## src/hw/rtl/pfx_pkg.sv

```systemverilog
`timescale 1ns / 1ps
// ----------------------------------------------------------------------------
// pfx_pkg
// shared constants and types of the postfix expression evaluator
// ----------------------------------------------------------------------------
package pfx_pkg;

	localparam int STACK_DEPTH = 16;
	localparam int VALUE_WIDTH = 32;
	localparam int CHAR_WIDTH  = 8;
	localparam int CNT_W       = $clog2(STACK_DEPTH + 1);
	localparam int ADDR_W      = $clog2(STACK_DEPTH);

	localparam logic [CHAR_WIDTH-1:0] CH_ZERO  = 8'h30;
	localparam logic [CHAR_WIDTH-1:0] CH_NINE  = 8'h39;
	localparam logic [CHAR_WIDTH-1:0] CH_PLUS  = 8'h2b;
	localparam logic [CHAR_WIDTH-1:0] CH_MINUS = 8'h2d;
	localparam logic [CHAR_WIDTH-1:0] CH_STAR  = 8'h2a;

	typedef enum logic [1:0] {
		ST_OK    = 2'd0,
		ST_UNDER = 2'd1,
		ST_OVER  = 2'd2
	} status_t;

	typedef enum logic [1:0] {
		OP_ADD,
		OP_SUB,
		OP_MUL
	} op_t;

	typedef logic [VALUE_WIDTH-1:0] value_t;

endpackage

```

## src/hw/rtl/pfx_if.sv

```systemverilog
`timescale 1ns / 1ps
// ----------------------------------------------------------------------------
// pfx_if
// valid/ready channels for expression characters and evaluation results
// ----------------------------------------------------------------------------
interface pfx_char_if;
	logic                             valid;
	logic                             ready;
	logic [pfx_pkg::CHAR_WIDTH-1:0]   ch;
	logic                             last;

	modport source (output valid, output ch, output last, input ready);
	modport sink   (input valid, input ch, input last, output ready);
endinterface

interface pfx_result_if;
	logic                                    valid;
	logic                                    ready;
	logic signed [pfx_pkg::VALUE_WIDTH-1:0]  value;
	logic [1:0]                              status;

	modport source (output valid, output value, output status, input ready);
	modport sink   (input valid, input value, input status, output ready);
endinterface

```

## src/hw/rtl/pfx_stack_ram.sv

```systemverilog
`timescale 1ns / 1ps
// ----------------------------------------------------------------------------
// pfx_stack_ram
// operand stack storage, one write and one registered read per cycle
// ----------------------------------------------------------------------------
module pfx_stack_ram (
	input  logic                        clk,
	input  logic                        we,
	input  logic [pfx_pkg::ADDR_W-1:0]  waddr,
	input  pfx_pkg::value_t             wdata,
	input  logic [pfx_pkg::ADDR_W-1:0]  raddr,
	output pfx_pkg::value_t             rdata
);

	pfx_pkg::value_t mem [pfx_pkg::STACK_DEPTH];

	always_ff @(posedge clk) begin
		if (we) begin
			mem[waddr] <= wdata;
		end
	end

	always_ff @(posedge clk) begin
		rdata <= mem[raddr];
	end

endmodule

```

## src/hw/rtl/pfx_alu.sv

```systemverilog
`timescale 1ns / 1ps
// ----------------------------------------------------------------------------
// pfx_alu
// wrapping add, subtract and multiply of two stack operands
// ----------------------------------------------------------------------------
module pfx_alu (
	input  pfx_pkg::op_t    op,
	input  pfx_pkg::value_t left,
	input  pfx_pkg::value_t right,
	output pfx_pkg::value_t result
);

	always_comb begin
		case (op)
			pfx_pkg::OP_ADD: result = left + right;
			pfx_pkg::OP_SUB: result = left - right;
			pfx_pkg::OP_MUL: result = left * right;
			default:         result = left + right;
		endcase
	end

endmodule

```

## src/hw/rtl/postfix_expression_evaluator.sv

```systemverilog
`timescale 1ns / 1ps
// ----------------------------------------------------------------------------
// postfix_expression_evaluator
// evaluates a postfix expression given one character per item
// ----------------------------------------------------------------------------
// The block takes one character every clock cycle, with no gaps between items,
// as long as the result register is free or being emptied. Digits build a
// decimal number, any other character pushes it, and plus, minus and star
// replace the top two operands by their wrapped result. The operand stack lives
// in a synchronous RAM; the top entry is held in a register and the entry below
// it is read ahead from the RAM, so an operator finds both operands
// at once and the single RAM write port takes the one push of each item. The
// item marked last produces one result (value and status), which the output
// register takes as the item is accepted, and the block then starts afresh.
// A fault (too few operands, push onto a full stack) is sticky; the first one
// is reported and the value then reads zero. No clearing pass is needed.
// ----------------------------------------------------------------------------
module postfix_expression_evaluator (
	input  logic                 clk,
	input  logic                 arst_n,
	pfx_char_if.sink             chars,
	pfx_result_if.source         results
);

	localparam int CW = pfx_pkg::CNT_W;
	localparam int AW = pfx_pkg::ADDR_W;

	logic [CW-1:0]     count_q;
	pfx_pkg::value_t   tos_q;
	pfx_pkg::value_t   acc_q;
	logic              in_num_q;
	pfx_pkg::status_t  fault_q;

	logic              res_valid_q;
	pfx_pkg::value_t   res_value_q;
	pfx_pkg::status_t  res_status_q;

	pfx_pkg::value_t   nos;
	pfx_pkg::value_t   alu_res;
	pfx_pkg::op_t      op;

	logic              accept;
	logic              is_digit;
	logic              is_op;
	logic              do_push;
	logic              num_pushed;
	pfx_pkg::value_t   alu_left;
	pfx_pkg::value_t   alu_right;
	pfx_pkg::value_t   push_val;
	pfx_pkg::value_t   acc_next;
	logic [CW-1:0]     c1;
	logic [CW-1:0]     c2;
	logic [CW-1:0]     c_next;
	pfx_pkg::value_t   t1;
	pfx_pkg::value_t   n1;
	pfx_pkg::value_t   t2;
	pfx_pkg::status_t  fault_n;
	pfx_pkg::status_t  fin_status;
	logic              we;
	logic [AW-1:0]     waddr;
	logic [AW-1:0]     raddr;

	assign accept        = chars.valid && chars.ready;
	assign chars.ready   = !res_valid_q || results.ready;
	assign results.valid  = res_valid_q;
	assign results.value  = res_value_q;
	assign results.status = res_status_q;

	always_comb begin
		is_digit = (chars.ch >= pfx_pkg::CH_ZERO) && (chars.ch <= pfx_pkg::CH_NINE);
		is_op    = 1'b1;
		op       = pfx_pkg::OP_ADD;
		case (chars.ch)
			pfx_pkg::CH_PLUS:  op = pfx_pkg::OP_ADD;
			pfx_pkg::CH_MINUS: op = pfx_pkg::OP_SUB;
			pfx_pkg::CH_STAR:  op = pfx_pkg::OP_MUL;
			default:           is_op = 1'b0;
		endcase
	end

	// operands of an operator, taken straight from the registers
	assign num_pushed = in_num_q && (count_q != CW'(pfx_pkg::STACK_DEPTH));
	assign alu_left   = num_pushed ? tos_q : nos;
	assign alu_right  = num_pushed ? acc_q : tos_q;

	pfx_alu u_alu (
		.op     (op),
		.left   (alu_left),
		.right  (alu_right),
		.result (alu_res)
	);

	always_comb begin
		acc_next = (acc_q << 3) + (acc_q << 1)
			+ pfx_pkg::VALUE_WIDTH'(chars.ch[3:0]);
		fault_n  = fault_q;

		// push of a pending number
		do_push  = is_digit ? chars.last : in_num_q;
		push_val = is_digit ? acc_next : acc_q;
		c1 = count_q;
		t1 = tos_q;
		n1 = nos;
		we = 1'b0;
		if (do_push) begin
			if (count_q == CW'(pfx_pkg::STACK_DEPTH)) begin
				if (fault_n == pfx_pkg::ST_OK) begin
					fault_n = pfx_pkg::ST_OVER;
				end
			end else begin
				c1 = count_q + CW'(1);
				t1 = push_val;
				n1 = tos_q;
				we = 1'b1;
			end
		end

		// operator: pop two, push one
		c2 = c1;
		t2 = t1;
		if (!is_digit && is_op) begin
			if (c1 < CW'(2)) begin
				if (fault_n == pfx_pkg::ST_OK) begin
					fault_n = pfx_pkg::ST_UNDER;
				end
			end else begin
				c2 = c1 - CW'(1);
				t2 = alu_res;
				we = 1'b1;
			end
		end
		we    = we && accept;
		waddr = AW'(c2 - CW'(1));

		if (fault_n != pfx_pkg::ST_OK) begin
			fin_status = fault_n;
		end else if (c2 == CW'(0)) begin
			fin_status = pfx_pkg::ST_UNDER;
		end else begin
			fin_status = pfx_pkg::ST_OK;
		end

		if (!accept) begin
			c_next = count_q;
		end else if (chars.last) begin
			c_next = CW'(0);
		end else begin
			c_next = c2;
		end
		raddr = AW'(c_next - CW'(2));
	end

	pfx_stack_ram u_stack (
		.clk   (clk),
		.we    (we),
		.waddr (waddr),
		.wdata (t2),
		.raddr (raddr),
		.rdata (nos)
	);

	always_ff @(posedge clk or negedge arst_n) begin
		if (!arst_n) begin
			count_q  <= '0;
			acc_q    <= '0;
			in_num_q <= 1'b0;
			fault_q  <= pfx_pkg::ST_OK;
		end else if (accept) begin
			count_q <= c_next;
			if (chars.last) begin
				acc_q    <= '0;
				in_num_q <= 1'b0;
				fault_q  <= pfx_pkg::ST_OK;
			end else begin
				acc_q    <= is_digit ? acc_next : '0;
				in_num_q <= is_digit;
				fault_q  <= fault_n;
			end
		end
	end

	always_ff @(posedge clk) begin
		if (accept) begin
			tos_q <= t2;
		end
	end

	always_ff @(posedge clk or negedge arst_n) begin
		if (!arst_n) begin
			res_valid_q <= 1'b0;
		end else if (accept && chars.last) begin
			res_valid_q <= 1'b1;
		end else if (results.ready) begin
			res_valid_q <= 1'b0;
		end
	end

	always_ff @(posedge clk) begin
		if (accept && chars.last) begin
			res_status_q <= fin_status;
			res_value_q  <= (fin_status == pfx_pkg::ST_OK) ? t2 : '0;
		end
	end

endmodule

```

## src/flat_wrapper.sv

```systemverilog
// flat-port wrapper written by rule: the top's interface ports become plain ports
module postfix_expression_evaluator_flat 
  (clk, arst_n, chars_valid, chars_ch, chars_last, chars_ready, results_valid, results_value, results_status, results_ready);
  pfx_char_if chars_i ();
  pfx_result_if results_i ();
  input  logic clk;
  input  logic arst_n;
  input wire logic [$bits(chars_i.valid)-1:0] chars_valid;
  input wire logic [$bits(chars_i.ch)-1:0] chars_ch;
  input wire logic [$bits(chars_i.last)-1:0] chars_last;
  output wire logic [$bits(chars_i.ready)-1:0] chars_ready;
  output wire logic [$bits(results_i.valid)-1:0] results_valid;
  output wire logic [$bits(results_i.value)-1:0] results_value;
  output wire logic [$bits(results_i.status)-1:0] results_status;
  input wire logic [$bits(results_i.ready)-1:0] results_ready;
  assign chars_i.valid = chars_valid;
  assign chars_i.ch = chars_ch;
  assign chars_i.last = chars_last;
  assign chars_ready = chars_i.ready;
  assign results_valid = results_i.valid;
  assign results_value = results_i.value;
  assign results_status = results_i.status;
  assign results_i.ready = results_ready;
  postfix_expression_evaluator u_core (.clk(clk), .arst_n(arst_n), .chars(chars_i), .results(results_i));
endmodule
```

## config.mk

```make
export PLATFORM = sky130hd
export DESIGN_NAME = postfix_expression_evaluator_flat
export DESIGN_NICKNAME = d
export VERILOG_FILES = /design/src/hw/rtl/pfx_pkg.sv /design/src/hw/rtl/pfx_if.sv /design/src/hw/rtl/pfx_stack_ram.sv /design/src/hw/rtl/pfx_alu.sv /design/src/hw/rtl/postfix_expression_evaluator.sv /design/src/flat_wrapper.sv
export SDC_FILE = /design/constraint.sdc
export NUM_CORES = 2
export LEC_CHECK = 0
export CORE_UTILIZATION = 55
export DETAILED_ROUTE_END_ITERATION = 10
export DONT_BUFFER_PORTS = 1
export GPL_TIMING_DRIVEN = 0
export PLACE_DENSITY = 0.7
export REMOVE_ABC_BUFFERS = 1
export SLEW_MARGIN = 10
export SYNTH_ARGS = -nofsm -noshare
export SYNTH_HDL_FRONTEND = slang
export SYNTH_SLANG_ARGS = --single-unit
```

## constraint.sdc

```tcl
create_clock -name clk -period 29.3 [get_ports clk]
set_input_delay 2.93 -clock clk [delete_from_list [all_inputs] [get_ports clk]]
set_output_delay 2.93 -clock clk [all_outputs]
set_load 0.03 [all_outputs]
```

### After elaboration in Yosys (flattened, before gate mapping)

Memory sizes are Yosys's and may differ from the RTL's. A register that Yosys moved wholly into a read port is not among the register bits.
Cells that the tools add are included.

| storage, ports and cells | value |
|---|---|
| bits in registers | 107 |
| memory bits (writable) | 512 |
| input port bits | 13 |
| output and inout bits | 36 |
| logic and storage cells | 81 |
| memories | 1 |

Memories:

| memory | depth | width | read ports | clocked after memory_dff | write ports | RTL line | text |
|---|---|---|---|---|---|---|---|
| u_core.u_stack.mem | 16 | 32 | 1 | 1 | 1 | pfx_stack_ram.sv:15 | `pfx_pkg::value_t mem [pfx_pkg::STACK_DEPTH];` |

| operators by class | value |
|---|---|
| add/subtract/negate cells | 8 |
| $mul | 1 |
| order comparisons | 3 |
| equal/unequal tests | 7 |
| mux-type cells | 37 |
| reduce and logical (&&, ||, !) cells | 16 |

Operators with widths:

| cell | count |
|---|---|
| two-way mux 32 bit | 9 |
| adder 32 bit | 2 |
| one-hot mux 32 bit (2 select lines) | 1 |
| adder 32 x 4 -> 32 bit | 1 |
| multiplier 32 x 32 -> 32 bit | 1 |
| subtractor 32 bit | 1 |
| two-way mux 5 bit | 6 |
| equality test 8 x 6 -> 1 bit, second input constant | 3 |
| two-way mux 2 bit | 8 |
| two-way mux 1 bit | 12 |
| greater-or-equal comparator 8 x 6 -> 1 bit, second input constant | 1 |
| less-or-equal comparator 8 x 6 -> 1 bit, second input constant | 1 |
| logical AND 1 bit | 6 |
| logical NOT 2 bit | 3 |
| adder 5 x 1 -> 5 bit, second input constant | 1 |
| equality test 5 bit, second input constant | 1 |
| logical NOT 5 bit | 1 |
| less-than comparator 5 x 2 -> 1 bit, second input constant | 1 |
| != test 5 bit, second input constant | 1 |
| subtractor 5 x 1 -> 5 bit, second input constant | 1 |
| one-hot mux 2 bit (2 select lines) | 1 |
| nonzero test 2 bit | 2 |
| subtractor 4 x 1 -> 4 bit, second input constant | 1 |
| subtractor 4 x 2 -> 4 bit, second input constant | 1 |
| other kinds (5) | 6 |

### Depth between registers and ports, before layout

| depth | value |
|---|---|
| depth in word-level cells | 11 |
| mapped depth | 37 |
| depth with buffers taken out | 31 |

### Modules after synthesis

Synthesis repeated with hierarchy kept, for this count alone.

| second synthesis, totals | value |
|---|---|
| cells, all modules | 3942 |
| area, all modules | 46306.9 sq um |

By module, submodules not included:

| module | times used | cells an instance | area an instance (sq um) | seq. area each (sq um) |
|---|---|---|---|---|
| pfx_stack_ram | 1 | 838 | 19854.0 | 16015.4 |
| pfx_alu | 1 | 2110 | 18169.9 | 0.0 |
| postfix_expression_evaluator | 1 | 994 | 8282.9 | 3007.9 |

### Least setup slack after synthesis

Ideal clock, no wire load.

| timing path | value |
|---|---|
| kind | input port to flip-flop |
| start point | input chars_ch[6] |
| end point | memory u_core.u_stack.mem[15][0] (netlist bit) (enable) |
| arrival | 10.207 ns |
| data required time | 28.705 ns |
| slack | 18.498 ns |
| stages on the path | 11 |
| path buffers | 1 |
| cells stage by stage | and4bb_2 > nand3_1 > a21oi_1 > clkbuf_1 > xnor2_1 > inv_1 > ha_1 > nand2_1 > mux2i_1 > nand3_1 > a2111oi_0 |

| on the way | value |
|---|---|
| word-level cells in the longest chain between the ends | 10 |

Ends and longest elaborated chain:

| what | RTL line | text |
|---|---|---|
| from (decl) | flat_wrapper.sv:9 | `input wire logic [$bits(chars_i.ch)-1:0] chars_ch;` |
| branches (longest 10 deep; another with greater-or-equal comparator 8 x 6 -> 1 bit) | n/a |  |
| to (decl) | pfx_stack_ram.sv:15 |  |

Parallel ways; which one is timed is not known.

### Worst setup path in the final report

| timing path | value |
|---|---|
| start point | register u_core.count_q[0] |
| end point | memory u_core.u_stack.mem[14][29] (netlist bit) (data pin) |

| on the way | value |
|---|---|
| word-level cells in the longest chain between the ends | 7 |

Ends and longest elaborated chain:

| what | RTL line | text |
|---|---|---|
| from (decl) | postfix_expression_evaluator.sv:28 | `logic [CW-1:0] count_q;` |
| from (signal assigned) | postfix_expression_evaluator.sv:169 | `count_q <= c_next;` |
| != test 5 bit | postfix_expression_evaluator.sv:82 | `assign num_pushed = in_num_q && (count_q != CW'(pfx_pkg::STACK_DEPTH));` |
| logical AND 1 bit | postfix_expression_evaluator.sv:82 |  |
| two-way mux 32 bit (on tied branches) | postfix_expression_evaluator.sv:83, postfix_expression_evaluator.sv:84 |  |
| multiplier 32 x 32 -> 32 bit (tied with other cells) | pfx_alu.sv:17 | `pfx_pkg::OP_MUL: result = left * right;` |
| one-hot mux 32 bit (2 select lines) | pfx_alu.sv:14 | `case (op)` |
| two-way mux 32 bit | postfix_expression_evaluator.sv:122 | `if (c1 < CW'(2)) begin` |
| two-way mux 32 bit * | postfix_expression_evaluator.sv:121 | `if (!is_digit && is_op) begin` |
| named net u_core.t2[29] | postfix_expression_evaluator.sv:56 | `pfx_pkg::value_t t2;` |

Mark *: on every way through the listed nets, which the timed path passes. The rest lies on a longest branch.

==> results.toml <==
[yosys]
syn_area_um2 = 57200
synth_edf_count = 578
yosysSeqAreaShare = 0.333
synthDistinctLibCells = 81
ys_warn_count = 0
netlist.area_leader.share = 0.304
ys_ff_latch = 651
synthCells = 5829
synth_area_leaders = "edfxtp_1, fa_1, mux2i_1"
synthFlopType = "edfxtp_1"
synth-async-reset-ratio = 0.0630
syn_avg_cell_area_um2 = 9.81
yosysTopAreaCell = "edfxtp_1"

[cells_and_area]
drive_gt1_frac = 0.0710
nets = 6293
fill_cells = 8225
stdcell_count = 7078
area_delta_synth_final_pct = 11.5

[clock_tree]
root_buffer = "clkbuf_16"
hold_buffers = 0
clockBufferDepth = 3
numCtsBuffers = 69
cts_sinks = 651
tritoncts = "yes"
post_cts_buffers = 0
cts_resized = 0
h-tree-depth = 3
path_clk_slew_ns = 0.06
insertion_delay_ns = 0.65

[die]
initial_core_util = 0.559
die_h_um = 324
chipWidth_um = 324
core_um2 = 102000
dieArea_um2 = 105000
io_pins = 49
rows = 117

[critical_path]
r2r_cells = 32
start_kind = "register"
crit_family = "adder cells"
path_class = "register to register"
worstPathMaxFanout = 34
timing.rr.start = "u_core.count_q[0]"
cp.arrival_ns = 12.72
path_common_cell = "fa_1"
slowest_delay_ns = 0.81
cp_slowest_cell = "mux2i_4"
endpoint_kind = "register"
rrSetupSlack_ns = 16.73
crit_buf_inv = 8
reg2reg_to = "u_core.u_stack.mem[14][29]"
cp.required_ns = 29.46

[global_route]
grt_pass1_vias = 48000
grt_antenna_before_repair = 3
grt_max_degree = 138
grt_pass1_wl_um = 299000
grt_usage = 0.374
gr-total-overflow = 0

[drt]
drc = 0
drt-pass1-iter-count = 8
drtAntennaViolNets = 0
via_per_inst = 6.85
drtIter0Drc = 6033
vias = 48500
wl_per_cell_um = 28.2
totalWireLength_um = 200000

[placed_design]
dp_hpwl_um = 139000
io_buffers = 0
dp_cells = 6948
gp_congestion = 1.04

[timing]
finalCritPeriodShare = 0.429
fin_worst_skew_ns = 0.0302
fin_crit_ns = 12.57
slew_viol_final = 0
hold_viol_final = 0
timing.hold.ws_ns = 0.537
worstMarginPinSlew_ns = 1.38
setup_viol = 0
timing.slew.headroom = 0.0551
max_clock_freq_ghz = 0.0796
grt_setup_unrepaired = "no"

[worst_hold_path]
min_path_type = "register to register"
min-delay-start = "u_core.acc_q[31]"
whs_path_depth = 2
hold_end = "u_core.acc_q[31]"

[job]
cap_viol_max_count = 0

[status]
status = "finished, final reports clean"
==> cells in the mapped netlist, types with 20 or more instances <==
master,n
nand3_1,135
ha_1,217
a221o_1,163
buf_1,48
a22o_1,26
a211oi_1,30
o2111ai_1,34
a211o_1,105
o21ai_0,72
clkbuf_1,361
a21oi_1,361
dfrtp_1,41
fa_1,411
nand3b_1,35
a2111oi_0,38
o211a_1,33
nand2_1,526
nor3_1,148
edfxtp_1,578
and2_1,33
nor2_1,413
o22a_1,35
a21o_1,57
a22oi_1,67
and3_1,20
mux2i_1,513
inv_1,518
o22ai_1,231
nor2b_1,73
a31oi_1,31
xnor2_1,142
xor2_1,59
dfxtp_1,32
==> flip-flops by register name (all words and copies together) (netlist names) <==
| register | cells |
|---|---|
| u_core.fault_q | 2 |
| u_core.u_stack.rdata | 32 |
| u_core.count_q | 5 |
| u_core.results.status | 2 |
| u_core.results.valid | 1 |
| u_core.u_stack.mem | 512 |
| u_core.in_num_q | 1 |
| u_core.tos_q | 32 |
| u_core.acc_q | 32 |
| u_core.results.value | 32 |
==> logic make-up (layout without fill, tap and decap cells) <==
kind of cell | after synthesis | count (layout) | synth area share
buffers and inverters | 951 | 830 | 0.0626
AOI/OAI and AO/OA | 1393 | 1393 | 0.174
adders and majority gates | 629 | 629 | 0.192
other | 0 | 2 | 0
muxes | 516 | 516 | 0.0904
DFF | 651 | 651 | 0.333
and+or+nand+nor | 1487 | 1487 | 0.117
xor gates and xnor gates | 202 | 202 | 0.0312
==> layout make-up <==
cell class                      instances  area [um^2]  area share
Antenna cell                            2         5.00   0.0000785
Clock buffer                           95         1970      0.0309
Clock inverter                         32          310     0.00487
Inverter                              535         2020      0.0316
Multi-Input combinational cell       4227        35400       0.555
Sequential cell                       651        19000       0.298
Tap cell                             1368         1710      0.0269
Timing Repair Buffer                  168         3350      0.0526
==> stage by stage <==
| stage | setup WS, ns | instance area, um^2 | setup TNS [ns] | utilization |
|---|---|---|---|---|
| floorplan | -39.86 | 55600 | -1275.60 | - |
| global placement | -110.03 | 57300 | -3654.69 | 0.560 |
| detailed placement | 16.79 | 61400 | 0 | 0.600 |
| CTS | 16.69 | 63700 | 0 | 0.623 |
| global route | 16.49 | 63700 | 0 | 0.623 |
| finish | 16.73 | 63700 | 0 | 0.623 |
==> metal layers <==
layer | global-route usage | routed length, um
met3 | 0.0704 | 21200
met4 | 0.230 | 13900
met1 | 0.478 | 74300
met5 | 0 | 13
met2 | 0.588 | 90200
==> worst reg2reg max path: cells and delay by family (launching register included) <==
kind,cells,cell delay (ns)
adder cells (fa/ha/maj),10,4.26
AND/OR/NAND/NOR,8,3.35
buffers and inverters,8,1.72
AO/OA/AOI/OAI,4,0.96
multiplexers,1,0.84
flip-flops,1,0.58
XOR/XNOR,1,0.38
==> worst max path at each step <==
| stage | from | to | cells after the start |
|---|---|---|---|
| after global routing | u_core.count_q[0] | u_core.tos_q[29] | 32 |
| after CTS | u_core.count_q[0] | u_core.u_stack.mem[7][31] | 32 |
| after global placement | results_ready | u_core.u_stack.rdata[17] | 14 |
| final | u_core.count_q[0] | u_core.u_stack.mem[14][29] | 32 |
| after floorplan | results_ready | u_core.u_stack.rdata[0] | 14 |
| after detailed placement | u_core.count_q[0] | u_core.u_stack.mem[10][31] | 32 |
==> layout by cell type (no fill, tap or decap), types with 19 or more instances in the layout <==
master and n:
xnor2_1 142, mux2i_4 21, xor2_1 58, nor2b_1 71, nand2_1 520, buf_6 25, o22a_1 35, a21oi_1 351
a22o_1 26, o21ai_0 68, clkbuf_16 72, a22oi_1 66, nand3_1 133, dfrtp_1 41, nor3_1 146, buf_16 69
ha_1 216, a211o_1 104, o211ai_1 19, mux2i_1 480, nor2_4 21, a31oi_1 27, a2111oi_0 36, nor2_1 390
buf_12 43, dfxtp_1 32, o22ai_1 230, fa_1 411, a21o_1 57, and2_1 31, a221o_1 163, nand3b_1 35
inv_1 517, a211oi_1 30, edfxtp_1 578, and3_1 20, o211a_1 33, clkinv_1 26, o2111ai_1 34
Power is left out: the tool's default activity adds up to more than one toggle a clock period on the data nets, which glitch-free logic cannot reach.
